==> src/sv/request_fifo_with_cancel_defines.svh <==
// Assertion macros shared by the request queue modules.
`ifndef REQUEST_FIFO_WITH_CANCEL_DEFINES_SVH
`define REQUEST_FIFO_WITH_CANCEL_DEFINES_SVH

// Checks that the consequent holds in the same cycle as the antecedent.
`define RFC_ASSERT_IMPL(label, ante, cons, msg) \
    label: assert property (@(posedge aclk) disable iff (!aresetn) \
        (ante) |-> (cons)) else $error(msg);

// Checks that the consequent holds in the cycle after the antecedent.
`define RFC_ASSERT_NEXT(label, ante, cons, msg) \
    label: assert property (@(posedge aclk) disable iff (!aresetn) \
        (ante) |=> (cons)) else $error(msg);

`endif

==> src/sv/rfc_pkg.sv <==
// Types and constants shared by the request queue modules.
package rfc_pkg;

    localparam int OP_W      = 3;
    localparam int IN_CH_W   = 8;
    localparam int IN_TY_W   = 4;
    localparam int OUT_CH_W  = 8;
    localparam int OUT_TY_W  = 4;
    localparam int OUT_CNT_W = 7;
    localparam int S_TDATA_W = 16;
    localparam int M_TDATA_W = 32;

    typedef enum logic [OP_W-1:0] {
        OP_PUSH        = 3'd0,
        OP_POP         = 3'd1,
        OP_DISPATCH    = 3'd2,
        OP_FINISHED    = 3'd3,
        OP_FLUSH       = 3'd4,
        OP_CANCEL_CHTY = 3'd5,
        OP_CANCEL_TY   = 3'd6
    } op_t;

    typedef enum logic [1:0] {
        ST_IDLE,
        ST_EXEC,
        ST_SCAN_RD,
        ST_SCAN_CHK
    } state_t;

    typedef struct packed {
        logic capture;
        logic exec;
        logic scan_start;
        logic scan_read;
        logic scan_check;
        logic scan_finish;
    } cmd_t;

    typedef struct packed {
        op_t  op;
        logic scan_done;
    } status_t;

endpackage

==> src/sv/rfc_ram.sv <==
// Generic single-port-write, single-port-read RAM with registered read data.
module rfc_ram #(
    parameter int WIDTH = 12,
    parameter int DEPTH = 64
) (
    input  logic                     aclk,
    input  logic                     wr_en,
    input  logic [$clog2(DEPTH)-1:0] wr_addr,
    input  logic [WIDTH-1:0]         wr_data,
    input  logic                     rd_en,
    input  logic [$clog2(DEPTH)-1:0] rd_addr,
    output logic [WIDTH-1:0]         rd_data
);

    logic [WIDTH-1:0] mem [DEPTH];

    always_ff @(posedge aclk) begin
        if (wr_en) begin
            mem[wr_addr] <= wr_data;
        end
        if (rd_en) begin
            rd_data <= mem[rd_addr];
        end
    end

endmodule

==> src/sv/rfc_ctrl.sv <==
// Controller state machine sequencing request execution and cancel scans.
`include "request_fifo_with_cancel_defines.svh"

module rfc_ctrl (
    input  logic             aclk,
    input  logic             aresetn,
    input  logic             s_tvalid,
    output logic             s_tready,
    output logic             m_tvalid,
    input  logic             m_tready,
    input  rfc_pkg::status_t status,
    output rfc_pkg::cmd_t    cmd
);
    import rfc_pkg::*;

    state_t state_reg, state_next;
    logic   out_valid_reg, out_valid_next;

    always_ff @(posedge aclk) begin
        if (!aresetn) begin
            state_reg     <= ST_IDLE;
            out_valid_reg <= 1'b0;
        end else begin
            state_reg     <= state_next;
            out_valid_reg <= out_valid_next;
        end
    end

    always_comb begin
        state_next = state_reg;
        cmd        = '0;
        s_tready   = 1'b0;
        case (state_reg)
            ST_IDLE: begin
                s_tready = !out_valid_reg || m_tready;
                if (s_tvalid && s_tready) begin
                    cmd.capture = 1'b1;
                    state_next  = ST_EXEC;
                end
            end
            ST_EXEC: begin
                if (status.op == OP_CANCEL_CHTY || status.op == OP_CANCEL_TY) begin
                    cmd.scan_start = 1'b1;
                    state_next     = ST_SCAN_RD;
                end else begin
                    cmd.exec   = 1'b1;
                    state_next = ST_IDLE;
                end
            end
            ST_SCAN_RD: begin
                if (status.scan_done) begin
                    cmd.scan_finish = 1'b1;
                    state_next      = ST_IDLE;
                end else begin
                    cmd.scan_read = 1'b1;
                    state_next    = ST_SCAN_CHK;
                end
            end
            ST_SCAN_CHK: begin
                cmd.scan_check = 1'b1;
                state_next     = ST_SCAN_RD;
            end
            default: begin
                state_next = ST_IDLE;
            end
        endcase

        out_valid_next = out_valid_reg;
        if (m_tready) begin
            out_valid_next = 1'b0;
        end
        if (cmd.exec || cmd.scan_finish) begin
            out_valid_next = 1'b1;
        end
    end

    assign m_tvalid = out_valid_reg;

    `RFC_ASSERT_NEXT(a_accept_to_exec, s_tvalid && s_tready, state_reg == ST_EXEC, "accepted request did not enter execution")
    `RFC_ASSERT_IMPL(a_check_after_read, state_reg == ST_SCAN_CHK, $past(state_reg) == ST_SCAN_RD, "scan check without a preceding read")
    `RFC_ASSERT_IMPL(a_result_source, $rose(out_valid_reg), $past(state_reg) == ST_EXEC || $past(state_reg) == ST_SCAN_RD, "result raised outside execution or scan end")

endmodule

==> src/sv/rfc_dp.sv <==
// Datapath: queue pointers, busy flag, entry storage, cancel compaction and result registers.
`include "request_fifo_with_cancel_defines.svh"

module rfc_dp #(
    parameter int QUEUE_DEPTH  = 64,
    parameter int CHANNEL_BITS = 8,
    parameter int TYPE_BITS    = 4
) (
    input  logic                             aclk,
    input  logic                             aresetn,
    input  logic [rfc_pkg::OP_W-1:0]         s_op,
    input  logic [rfc_pkg::IN_CH_W-1:0]      s_channel,
    input  logic [rfc_pkg::IN_TY_W-1:0]      s_req_type,
    input  rfc_pkg::cmd_t                    cmd,
    output rfc_pkg::status_t                 status,
    output logic                             ok,
    output logic                             overflow,
    output logic [rfc_pkg::OUT_CH_W-1:0]     out_channel,
    output logic [rfc_pkg::OUT_TY_W-1:0]     out_type,
    output logic [rfc_pkg::OUT_CNT_W-1:0]    removed_count,
    output logic [rfc_pkg::OUT_CNT_W-1:0]    occupancy
);
    import rfc_pkg::*;

    localparam int PTR_W  = $clog2(QUEUE_DEPTH);
    localparam int CNT_W  = $clog2(QUEUE_DEPTH + 1);
    localparam int SUM_W  = CNT_W + 1;
    localparam int WORD_W = CHANNEL_BITS + TYPE_BITS;

    op_t                     op_reg, op_next;
    logic [CHANNEL_BITS-1:0] ch_reg, ch_next;
    logic [TYPE_BITS-1:0]    ty_reg, ty_next;
    logic [PTR_W-1:0]        head_reg, head_next;
    logic [CNT_W-1:0]        count_reg, count_next;
    logic                    busy_reg, busy_next;
    logic [CNT_W-1:0]        idx_reg, idx_next;
    logic [CNT_W-1:0]        kept_reg, kept_next;
    logic [CNT_W-1:0]        removed_reg, removed_next;

    logic                    ok_reg, ok_next;
    logic                    ovf_reg, ovf_next;
    logic [OUT_CH_W-1:0]     och_reg, och_next;
    logic [OUT_TY_W-1:0]     oty_reg, oty_next;
    logic [OUT_CNT_W-1:0]    rem_reg, rem_next;
    logic [OUT_CNT_W-1:0]    occ_reg, occ_next;

    logic                    wr_en, rd_en;
    logic [PTR_W-1:0]        wr_addr, rd_addr;
    logic [WORD_W-1:0]       wr_data, rd_data;
    logic [CHANNEL_BITS-1:0] rd_ch;
    logic [TYPE_BITS-1:0]    rd_ty;
    logic                    full, empty, hit;

    function automatic logic [PTR_W-1:0] slot_at(
        input logic [PTR_W-1:0] head,
        input logic [CNT_W-1:0] offset
    );
        logic [SUM_W-1:0] sum;
        sum = SUM_W'(head) + SUM_W'(offset);
        if (sum >= SUM_W'(QUEUE_DEPTH)) begin
            sum = sum - SUM_W'(QUEUE_DEPTH);
        end
        return PTR_W'(sum);
    endfunction

    assign rd_ch = rd_data[WORD_W-1:TYPE_BITS];
    assign rd_ty = rd_data[TYPE_BITS-1:0];
    assign full  = (count_reg == CNT_W'(QUEUE_DEPTH));
    assign empty = (count_reg == '0);
    assign hit   = (rd_ty == ty_reg) && ((op_reg == OP_CANCEL_TY) || (rd_ch == ch_reg));

    assign rd_en   = cmd.capture || cmd.scan_read;
    assign rd_addr = cmd.capture ? head_reg : slot_at(head_reg, idx_reg);
    assign wr_en   = (cmd.exec && (op_reg == OP_PUSH) && !full) || (cmd.scan_check && !hit);
    assign wr_addr = cmd.scan_check ? slot_at(head_reg, kept_reg) : slot_at(head_reg, count_reg);
    assign wr_data = cmd.scan_check ? rd_data : {ch_reg, ty_reg};

    rfc_ram #(
        .WIDTH (WORD_W),
        .DEPTH (QUEUE_DEPTH)
    ) u_ram (
        .aclk    (aclk),
        .wr_en   (wr_en),
        .wr_addr (wr_addr),
        .wr_data (wr_data),
        .rd_en   (rd_en),
        .rd_addr (rd_addr),
        .rd_data (rd_data)
    );

    always_comb begin
        op_next      = op_reg;
        ch_next      = ch_reg;
        ty_next      = ty_reg;
        head_next    = head_reg;
        count_next   = count_reg;
        busy_next    = busy_reg;
        idx_next     = idx_reg;
        kept_next    = kept_reg;
        removed_next = removed_reg;
        ok_next      = ok_reg;
        ovf_next     = ovf_reg;
        och_next     = och_reg;
        oty_next     = oty_reg;
        rem_next     = rem_reg;
        occ_next     = occ_reg;

        if (cmd.capture) begin
            op_next = op_t'(s_op);
            ch_next = CHANNEL_BITS'(s_channel);
            ty_next = TYPE_BITS'(s_req_type);
        end

        if (cmd.exec) begin
            ok_next  = 1'b0;
            ovf_next = 1'b0;
            och_next = '0;
            oty_next = '0;
            rem_next = '0;
            case (op_reg)
                OP_PUSH: begin
                    if (full) begin
                        ovf_next = 1'b1;
                    end else begin
                        count_next = count_reg + 1'b1;
                        ok_next    = 1'b1;
                    end
                end
                OP_POP: begin
                    if (!empty) begin
                        head_next  = slot_at(head_reg, CNT_W'(1));
                        count_next = count_reg - 1'b1;
                        ok_next    = 1'b1;
                        och_next   = OUT_CH_W'(rd_ch);
                        oty_next   = OUT_TY_W'(rd_ty);
                    end
                end
                OP_DISPATCH: begin
                    if (!empty && !busy_reg) begin
                        head_next  = slot_at(head_reg, CNT_W'(1));
                        count_next = count_reg - 1'b1;
                        busy_next  = 1'b1;
                        ok_next    = 1'b1;
                        och_next   = OUT_CH_W'(rd_ch);
                        oty_next   = OUT_TY_W'(rd_ty);
                    end
                end
                OP_FINISHED: begin
                    busy_next = 1'b0;
                end
                OP_FLUSH: begin
                    count_next = '0;
                    head_next  = '0;
                    busy_next  = 1'b0;
                end
                default: begin
                end
            endcase
            occ_next = OUT_CNT_W'(count_next);
        end

        if (cmd.scan_start) begin
            idx_next     = '0;
            kept_next    = '0;
            removed_next = '0;
        end

        if (cmd.scan_check) begin
            idx_next = idx_reg + 1'b1;
            if (hit) begin
                removed_next = removed_reg + 1'b1;
            end else begin
                kept_next = kept_reg + 1'b1;
            end
        end

        if (cmd.scan_finish) begin
            count_next = kept_reg;
            busy_next  = 1'b0;
            ok_next    = 1'b0;
            ovf_next   = 1'b0;
            och_next   = '0;
            oty_next   = '0;
            rem_next   = OUT_CNT_W'(removed_reg);
            occ_next   = OUT_CNT_W'(kept_reg);
        end
    end

    always_ff @(posedge aclk) begin
        if (!aresetn) begin
            head_reg    <= '0;
            count_reg   <= '0;
            busy_reg    <= 1'b0;
            idx_reg     <= '0;
            kept_reg    <= '0;
            removed_reg <= '0;
        end else begin
            head_reg    <= head_next;
            count_reg   <= count_next;
            busy_reg    <= busy_next;
            idx_reg     <= idx_next;
            kept_reg    <= kept_next;
            removed_reg <= removed_next;
        end
    end

    always_ff @(posedge aclk) begin
        op_reg  <= op_next;
        ch_reg  <= ch_next;
        ty_reg  <= ty_next;
        ok_reg  <= ok_next;
        ovf_reg <= ovf_next;
        och_reg <= och_next;
        oty_reg <= oty_next;
        rem_reg <= rem_next;
        occ_reg <= occ_next;
    end

    assign status.op        = op_reg;
    assign status.scan_done = (idx_reg == count_reg);

    assign ok            = ok_reg;
    assign overflow      = ovf_reg;
    assign out_channel   = och_reg;
    assign out_type      = oty_reg;
    assign removed_count = rem_reg;
    assign occupancy     = occ_reg;

    `RFC_ASSERT_IMPL(a_count_bound, 1'b1, count_reg <= CNT_W'(QUEUE_DEPTH), "occupancy exceeds queue depth")
    `RFC_ASSERT_IMPL(a_scan_tally, 1'b1, SUM_W'(kept_reg) + SUM_W'(removed_reg) == SUM_W'(idx_reg), "kept plus removed differs from entries scanned")
    `RFC_ASSERT_IMPL(a_scan_in_range, cmd.scan_check, idx_reg < count_reg, "scan check beyond the last entry")

endmodule

==> src/sv/request_fifo_with_cancel.sv <==
// Top level of the request queue with push, pop, dispatch, flush and selective cancel.
//
// One request enters on the s_ stream (op, channel, request type) and exactly one
// result leaves on the m_ stream for each request, in order.
// Push, pop, dispatch, finished, flush and the unused op code: the request is registered,
// executed in ST_EXEC and its result registered, and a new request can be accepted at
// the edge where that result is taken.
// Both cancels walk the held entries through the single read port of the entry RAM,
// reading and then checking each entry in turn before the result is registered.
// Only one request is in work at a time; s_tready is low while a request executes.
// Reset empties the queue and clears the busy flag; the entry RAM is not cleared, as
// only live entries are ever used.
// When the receiver holds m_tready low, the result stays on m_tdata and no further
// request is accepted until it has been taken.
module request_fifo_with_cancel #(
    parameter int QUEUE_DEPTH  = 64,
    parameter int CHANNEL_BITS = 8,
    parameter int TYPE_BITS    = 4
) (
    input  logic                              aclk,
    input  logic                              aresetn,
    input  logic                              s_tvalid,
    output logic                              s_tready,
    // op[2:0], channel[10:3], req_type[14:11], zero[15]
    input  logic [rfc_pkg::S_TDATA_W-1:0]     s_tdata,
    output logic                              m_tvalid,
    input  logic                              m_tready,
    // ok[0], overflow[1], out_channel[9:2], out_type[13:10],
    // removed_count[20:14], occupancy[27:21], zero[31:28]
    output logic [rfc_pkg::M_TDATA_W-1:0]     m_tdata
);
    import rfc_pkg::*;

    cmd_t                 cmd;
    status_t              status;
    logic                 ok, overflow;
    logic [OUT_CH_W-1:0]  out_channel;
    logic [OUT_TY_W-1:0]  out_type;
    logic [OUT_CNT_W-1:0] removed_count, occupancy;

    rfc_ctrl u_ctrl (
        .aclk     (aclk),
        .aresetn  (aresetn),
        .s_tvalid (s_tvalid),
        .s_tready (s_tready),
        .m_tvalid (m_tvalid),
        .m_tready (m_tready),
        .status   (status),
        .cmd      (cmd)
    );

    rfc_dp #(
        .QUEUE_DEPTH  (QUEUE_DEPTH),
        .CHANNEL_BITS (CHANNEL_BITS),
        .TYPE_BITS    (TYPE_BITS)
    ) u_dp (
        .aclk          (aclk),
        .aresetn       (aresetn),
        .s_op          (s_tdata[2:0]),
        .s_channel     (s_tdata[10:3]),
        .s_req_type    (s_tdata[14:11]),
        .cmd           (cmd),
        .status        (status),
        .ok            (ok),
        .overflow      (overflow),
        .out_channel   (out_channel),
        .out_type      (out_type),
        .removed_count (removed_count),
        .occupancy     (occupancy)
    );

    assign m_tdata = {4'b0000, occupancy, removed_count, out_type, out_channel, overflow, ok};

endmodule

==> config.mk <==
export PLATFORM = sky130hd
export DESIGN_NAME = request_fifo_with_cancel
export DESIGN_NICKNAME = d
export VERILOG_FILES = /design/src/sv/rfc_pkg.sv /design/src/sv/rfc_ram.sv /design/src/sv/rfc_ctrl.sv /design/src/sv/rfc_dp.sv /design/src/sv/request_fifo_with_cancel.sv
export VERILOG_INCLUDE_DIRS = /design/src /design/src/sv
export SDC_FILE = /design/constraint.sdc
export NUM_CORES = 1
export LEC_CHECK = 0
export BUFFER_PORTS_ARGS = -buffer_cell sky130_fd_sc_hd__buf_2
export CELL_PAD_IN_SITES_DETAIL_PLACEMENT = 1
export CELL_PAD_IN_SITES_GLOBAL_PLACEMENT = 1
export CORE_ASPECT_RATIO = 1.25
export CORE_MARGIN = 3
export CORE_UTILIZATION = 40
export DETAILED_ROUTE_END_ITERATION = 10
export PLACE_DENSITY_LB_ADDON = 0.1
export SETUP_SLACK_MARGIN = 0.2
export SLEW_MARGIN = 10
export SYNTH_ARGS = -nofsm -noshare
export SYNTH_HDL_FRONTEND = slang
export SYNTH_SLANG_ARGS = --single-unit
==> constraint.sdc <==
create_clock -name aclk -period 5.2 [get_ports aclk]
set_clock_uncertainty 0.05 [all_clocks]
set_input_delay 0.52 -clock aclk [delete_from_list [all_inputs] [get_ports aclk]]
set_output_delay 0.52 -clock aclk [all_outputs]
set_load 0.01 [all_outputs]
==> results of run 1 <==
==> synth_stat cells (12+ instances only) <==
library cell  instances
and2_1               25
a22o_1               14
dfxtp_1              52
xor2_1               15
inv_1                16
clkbuf_1             93
o21ai_0              41
buf_4                12
mux4_2               30
nand4_1              14
and3_1               75
a31oi_1              51
a32oi_1              32
a21oi_1              59
o211ai_1             15
nand3_1             171
a311oi_1             24
edfxtp_1            809
xnor2_1              18
buf_2                38
a21o_1               12
a211oi_1             72
nand2_1             544
nor2b_1              17
mux2i_1              42
nor2_1              129
o2111ai_1            17
ha_1                 17
==> logic make-up after synthesis <==
kind of cell / count (synthesis) / share of synthesized area
buf+inv: 184 / 0.0256
other cells: 1 / 0.000105
xor+xnor: 33 / 0.00813
mux: 74 / 0.0315
fa+ha+maj: 19 / 0.00711
simple gates: 1034 / 0.130
flops: 861 / 0.713
compound gates: 418 / 0.0853
==> power by group through the flow <==
stage          clock [mW]  sequential, mW  combinational, mW
2_1_floorplan           0            7.88              0.605
3_3_place_gp            0            7.90               1.02
3_5_place_dp            0            7.91               1.05
4_1_cts              6.54            7.76               1.06
5_1_grt              6.79            7.76               1.14
6_report             6.41            7.76               1.05
==> layer usage <==
layer / global-route usage / share of wire
met1: 0.298 / 0.41
met2: 0.434 / 0.53
met3: 0.0282 / 0.038
met4: 0.0722 / 0.026
met5: 0 / 0
==> worst max-delay path: cells and delay by family, from the launching register on <==
kind / cells / cell delay [ps]
and+or+nand+nor: 3 / 1410
AOI/OAI and AO/OA: 5 / 1830
buffers and inverters: 1 / 390
DFF: 1 / 390
==> cell usage in the layout, fill, tap and decap left out, types with 20 or more instances in the layout <==
master,instances
dfxtp_1,52
clkbuf_1,20
a311oi_1,24
nor2_1,127
buf_4,146
and2_1,23
a31oi_1,50
a211oi_1,72
clkbuf_16,95
a32oi_1,32
buf_2,48
mux4_2,30
mux2i_1,42
edfxtp_1,809
o21ai_0,41
and3_1,75
nand3_1,171
nand2_1,531
a21oi_1,58
clkinv_1,22
==> stage by stage <==
step / hold slack, ps / util / setup slack [ps]
after CTS: 11.2 / 0.466 / 730
after detailed placement: 421 / 0.431 / 642
final: 66.7 / 0.466 / 854
after global routing: 34.0 / 0.466 / 532
after global placement: 404 / 0.431 / 691
after floorplan: 393 / - / 1530
==> what timing repair did <==
| action | CTS | global route |
|---|---|---|
| hold endpoints to repair | 14 | 0 |
| hold buffers | 14 | 0 |
| buffers inserted | 0 | 0 |
==> layout make-up <==
cell class / count / area share
clock buffers: 115 / 0.0600
flip-flops and latches: 861 / 0.620
well taps: 1168 / 0.0358
multi-input cells: 1582 / 0.231
inverters: 17 / 0.00156
repair buffers: 218 / 0.0410
clock inverters: 46 / 0.0108
==> worst paths after layout <==
| kind | startpoint | cells after the start | slack (ps) | endpoint |
|---|---|---|---|---|
| min | s_tdata[10] | 1 | 70 | u_dp.ch_reg[7]$_DFFE_PP_ |
| max reg2reg | u_ctrl.state_reg[1]$_SDFFE_PN0P_ | 9 | 850 | u_dp.u_ram.rd_data[8]$_DFFE_PP_ |
| min reg2reg | u_dp.overflow$_SDFFE_PP0P_ | 2 | 430 | u_dp.overflow$_SDFFE_PP0P_ |
| max | u_ctrl.state_reg[1]$_SDFFE_PN0P_ | 9 | 850 | u_dp.u_ram.rd_data[8]$_DFFE_PP_ |
==> metrics.txt, run 1 <==
Avg Cell Area, Syn between 10 and 15 um^2; Final setup viols 0; Layout Cells excl Fill about 4000; initial antenna violation count 1; register area share after synthesis 0.713; Max-Slew Margin vs Limit 0.168; Synth async-reset ratio 0; Layout area overhead 14.9%; Synth Register Bits approximately 860; Reg clk slew, reported paths about 60 ps; Via Count 22800; Clock power frac 0.421; # diodes 0; Post-synth EDFFs between 800 and 900; Logic pwr share 0.069; post-route cell area just over 40000 um^2; Fin. Hold Viols 0; prevailing post-synth register cell edfxtp_1; CORE AREA ~88000 um^2; Yosys top cell by area edfxtp_1; die height 339 um; Worst-Margin Slew between 1000 and 1500 ps; share of the synthesized area in the top cell type 0.683; Routed Antenna Nets 0; slowest CP cell o31ai_4; initial DRC count between 1500 and 2000; Psw 3.46 mW; max_cap viols 0; worst endpoint required time 5550 ps; Worst Hold Class primary input to register; # nets final about 2800; slowest stage delay, CP about 930 ps; number of global-route vias before repair 23900; Sum Neg Setup Slack 0 ps; cell internal pwr 11.7 mW; WL final around 110 mm; Port-buffer cells between 40 and 50; Routed WL per cell about 28 um; sw frac 0.228; Synth Warn # 0; Worst VDD drop around 0.25 mV; row cnt approximately 120; Synth area leaders edfxtp_1 68%, nand2_1 5.7%, dfxtp_1 2.9%, nand3_1 2.4%, mux4_2 1.9%; initial core utilization 0.406; CTS resizes 0; startpoint types register; P_leak roughly 14 nW; Reg power frac 0.510; largest net degree at the start of global routing between 70 and 80; Clock Sinks 861; Netlist cell types 77; Num CTS Buffers slightly below 90; status completed; CTS tree yes; Max Slew Vio Count 0; Pwr per Cell Area between 300 and 400 nW/um^2; Reg area ~25000 um^2; crit path DAT between 4000 and 5000 ps; Placed Area 37800 um^2; Total Routing Usage GR 0.239; CP Max Fanout 42; # DRC 0; number of detailed-route iterations in the first pass 5; # IOs 54; FMAX 230 MHz; post-layout min period roughly 4300 ps; grt ovf 0; worst skew pair latency around 650 ps; Crit. End Element register; Largest regs u_dp.u_ram.mem: 768 flops, u_dp.u_ram.rd_data: 12 flops; Syn Inst Count about 2600; total die area just over 90000 um^2; H-tree depth 3; Final period util 0.836; clock buffer depth 3; RSZ-0062 raised after global routing no; clk root buf clkbuf_16; first-pass GRT wire length approximately 160 mm; Die Wd between 200 and 300 um; fraction of layout cells with a size suffix above 1 0.139; area used by multi-input combinational logic around 9400 um^2; max FFs per register 768; WS Path Type register to register; Power Total 15.2 mW; placed insts between 3000 and 4000; fillers 8775; Biggest register u_dp.u_ram.mem; Via density between 5 and 6; Syn Std Cell Area around 36000 um^2; crit path cell chain or2_1 > o31ai_4 > nand2_8 > nor2_4 > buf_4 > a32oi_1 > a211oi_1 > a31oi_1 > a311o_1; final RePlAce weighted congestion between 0.8 and 0.9; DP Wirelength just over 70 mm
Note: power is estimated with default switching activity, not from simulation.
==> run 2, diff against run 1 <==
Clock period 5.2 ns to 3.8 ns, I/O delays scaled along.
==> run 2 against run 1 <==
Compared with the run above:
- setup slack worse by 600 ps
- first-iteration DRC count is 12% higher
- clock-buffer cell count is 5 lower
- maximum frequency is 23% higher
- sequential share of layout area is 1.4 points lower
- clock power is 29% higher
- flip-flop and latch count stayed put
- combinational power is 50% higher
- critical endpoint is now u_dp.u_ram.rd_data[11]$_DFFE_PP_
==> metrics.txt, run 2 (synthesized netlist as in run 1, its figures left out) <==
initial DRC count 1887 (+12%); die height 339 um (unchanged); largest net degree at the start of global routing 65 (-11%); clock buffer depth 3 (unchanged); max_cap viols 0 (unchanged); Via density 5.68 (-0.36%); max FFs per register 768 (unchanged); Largest regs u_dp.u_ram.mem: 768 flops, u_dp.u_ram.rd_data: 12 flops; Crit. End Element register; status completed; Total Routing Usage GR 0.243 (+0.00372); WL final 113 mm (+2.2%); Max Slew Vio Count 0 (unchanged); Via Count 23300 (+2.0%); worst skew pair latency 650 ps (about the same); fillers 8821 (+0.52%); DP Wirelength 73.2 mm (+2.5%); Reg area 25300 um^2 (unchanged); number of global-route vias before repair 24300 (+1.5%); H-tree depth 3 (unchanged); initial core utilization 0.406 (unchanged); Final period util 0.932 (+0.0967); Reg clk slew, reported paths 60 ps (about the same); Pwr per Cell Area 490 nW/um^2 (+32%); Clock power frac 0.406 (-0.015); Port-buffer cells 48 (unchanged); Setup crit start u_dp.idx_reg[1]$_SDFFE_PN0P_; most frequent cells in the layout 809 x edfxtp_1, 523 x nand2_1, 210 x buf_4; Layout Cells excl Fill 4101 (+2.3%); fraction of layout cells with a size suffix above 1 0.177 (+0.0371); reg-to-reg startpoint u_dp.idx_reg[1]$_SDFFE_PN0P_; CP Max Fanout 26 (-38%); first-pass GRT wire length 166 mm (+1.6%); # diodes 0 (unchanged); Layout area overhead 17.6%; CTS tree yes; Worst Hold Class primary input to register; Logic pwr share 0.077 (+0.008); initial antenna violation count 1 (unchanged); reg2reg path depth 10 (+1); Finished Core Util 0.477 (+0.0108); Worst VDD drop 0.378 mV (+52%); WS Path Type register to register; FF-to-FF End u_dp.u_ram.rd_data[11]$_DFFE_PP_; cell internal pwr 15.7 mW (+33%); placed insts 3916 (+2.2%); internal reg-to-reg setup slack 260 ps (-600 ps); RSZ-0062 raised after global routing yes; total die area 92500 um^2 (unchanged); FMAX 282 MHz (+23%); Final setup viols 0 (unchanged); # IOs 54 (unchanged); Routed Antenna Nets 0 (unchanged); sw frac 0.235 (+0.00693); post-layout min period 3540 ps (-803 ps); Routed WL per cell 27.7 um (-0.11%); crit path DAT 3980 ps (-710 ps); Max-Slew Margin vs Limit 0.252 (+0.0842); row cnt 121 (unchanged); area used by multi-input combinational logic 9530 um^2 (+1.1%); Reg power frac 0.518 (+0.008); Clock Sinks 861 (unchanged); Die Wd 273 um (unchanged); pre-CTS WS -35.5 ps (-678 ps); P_leak 14.6 nW (+3.7%); # nets final 2902 (+3.3%); CORE AREA 87700 um^2 (unchanged); Fin. Hold Viols 0 (unchanged); most common cell after layout, fill and taps aside edfxtp_1; Worst-Margin Slew 1120 ps (-124 ps); startpoint types register; worst endpoint required time 4240 ps (-1310 ps); # DRC 0 (unchanged); Biggest register u_dp.u_ram.mem; final worst slack 257 ps (-597 ps); Psw 4.80 mW (+39%); crit path capture u_dp.u_ram.rd_data[11]$_DFFE_PP_; Sum Neg Setup Slack 0 ps (unchanged); number of detailed-route iterations in the first pass 5 (unchanged); final RePlAce weighted congestion 0.852 (+2.8%); grt ovf 0 (unchanged); clk root buf clkbuf_16; Num CTS Buffers 89 (unchanged)
[run 2: per-layer routing]
| layer | GRT usage | share of wire |
|---|---|---|
| met1 | 0.301 | 0.40 |
| met2 | 0.436 | 0.52 |
| met3 | 0.0310 | 0.045 |
| met4 | 0.0825 | 0.032 |
| met5 | 0 | 0 |
[run 2: worst min-delay path by stage]
stage	endpoint	startpoint	slack, ps	cells past startpoint
floorplan	u_dp.ok$_SDFFE_PP0P_	u_dp.ok$_SDFFE_PP0P_	390	1
finish	u_ctrl.m_tvalid$_SDFFE_PN0P_	m_tready	200	4
global route	u_ctrl.m_tvalid$_SDFFE_PN0P_	m_tready	220	4
detailed placement	u_dp.ok$_SDFFE_PP0P_	u_dp.ok$_SDFFE_PP0P_	410	1
CTS	u_ctrl.m_tvalid$_SDFFE_PN0P_	m_tready	160	4
global placement	u_dp.ok$_SDFFE_PP0P_	u_dp.ok$_SDFFE_PP0P_	410	1
[run 2: power by group through the flow]
stage	sequential, mW	combinational, mW	clock, mW
after floorplan	10.8	0.829	0
after global placement	10.8	1.49	0
after detailed placement	10.8	1.52	0
after CTS	10.6	1.55	8.50
after global routing	10.6	1.68	8.88
final	10.6	1.57	8.30
[run 2: critical path, stage by stage (launching register included)]
cell and delay, ps:
dfxtp_1 480, ha_1 300, a21o_1 190, a211o_1 350, a31oi_4 360, buf_4 480, nand2_1 310, a311oi_1 290
a211o_1 180, o2bb2ai_1 140, a211oi_2 240
[run 2: cell type report]
type                       instances  area share
clock buffer                     110      0.0572
sequential                       861       0.606
timing repair buffer             312      0.0645
clock inverter                    51     0.00775
multi-input combinational       1582       0.228
tap                             1168      0.0350
inverter                          17     0.00153
[run 2: per-stage QoR]
step	power [mW]	hold WS, ps	cell area, um^2
finish	20.5	197	41800
global route	21.2	217	41800
CTS	20.6	164	41600
detailed placement	12.3	409	38700
global placement	12.3	406	38700
floorplan	11.6	393	35600
[run 2: repair_timing]
action,in CTS,in global routing
endpoints found under the setup margin,19,761
pin swaps,2,3
cloned,0,1
gates resized for setup,3,34
hold endpoints to repair,15,0
setup buffers,5,3
hold buffers,15,0
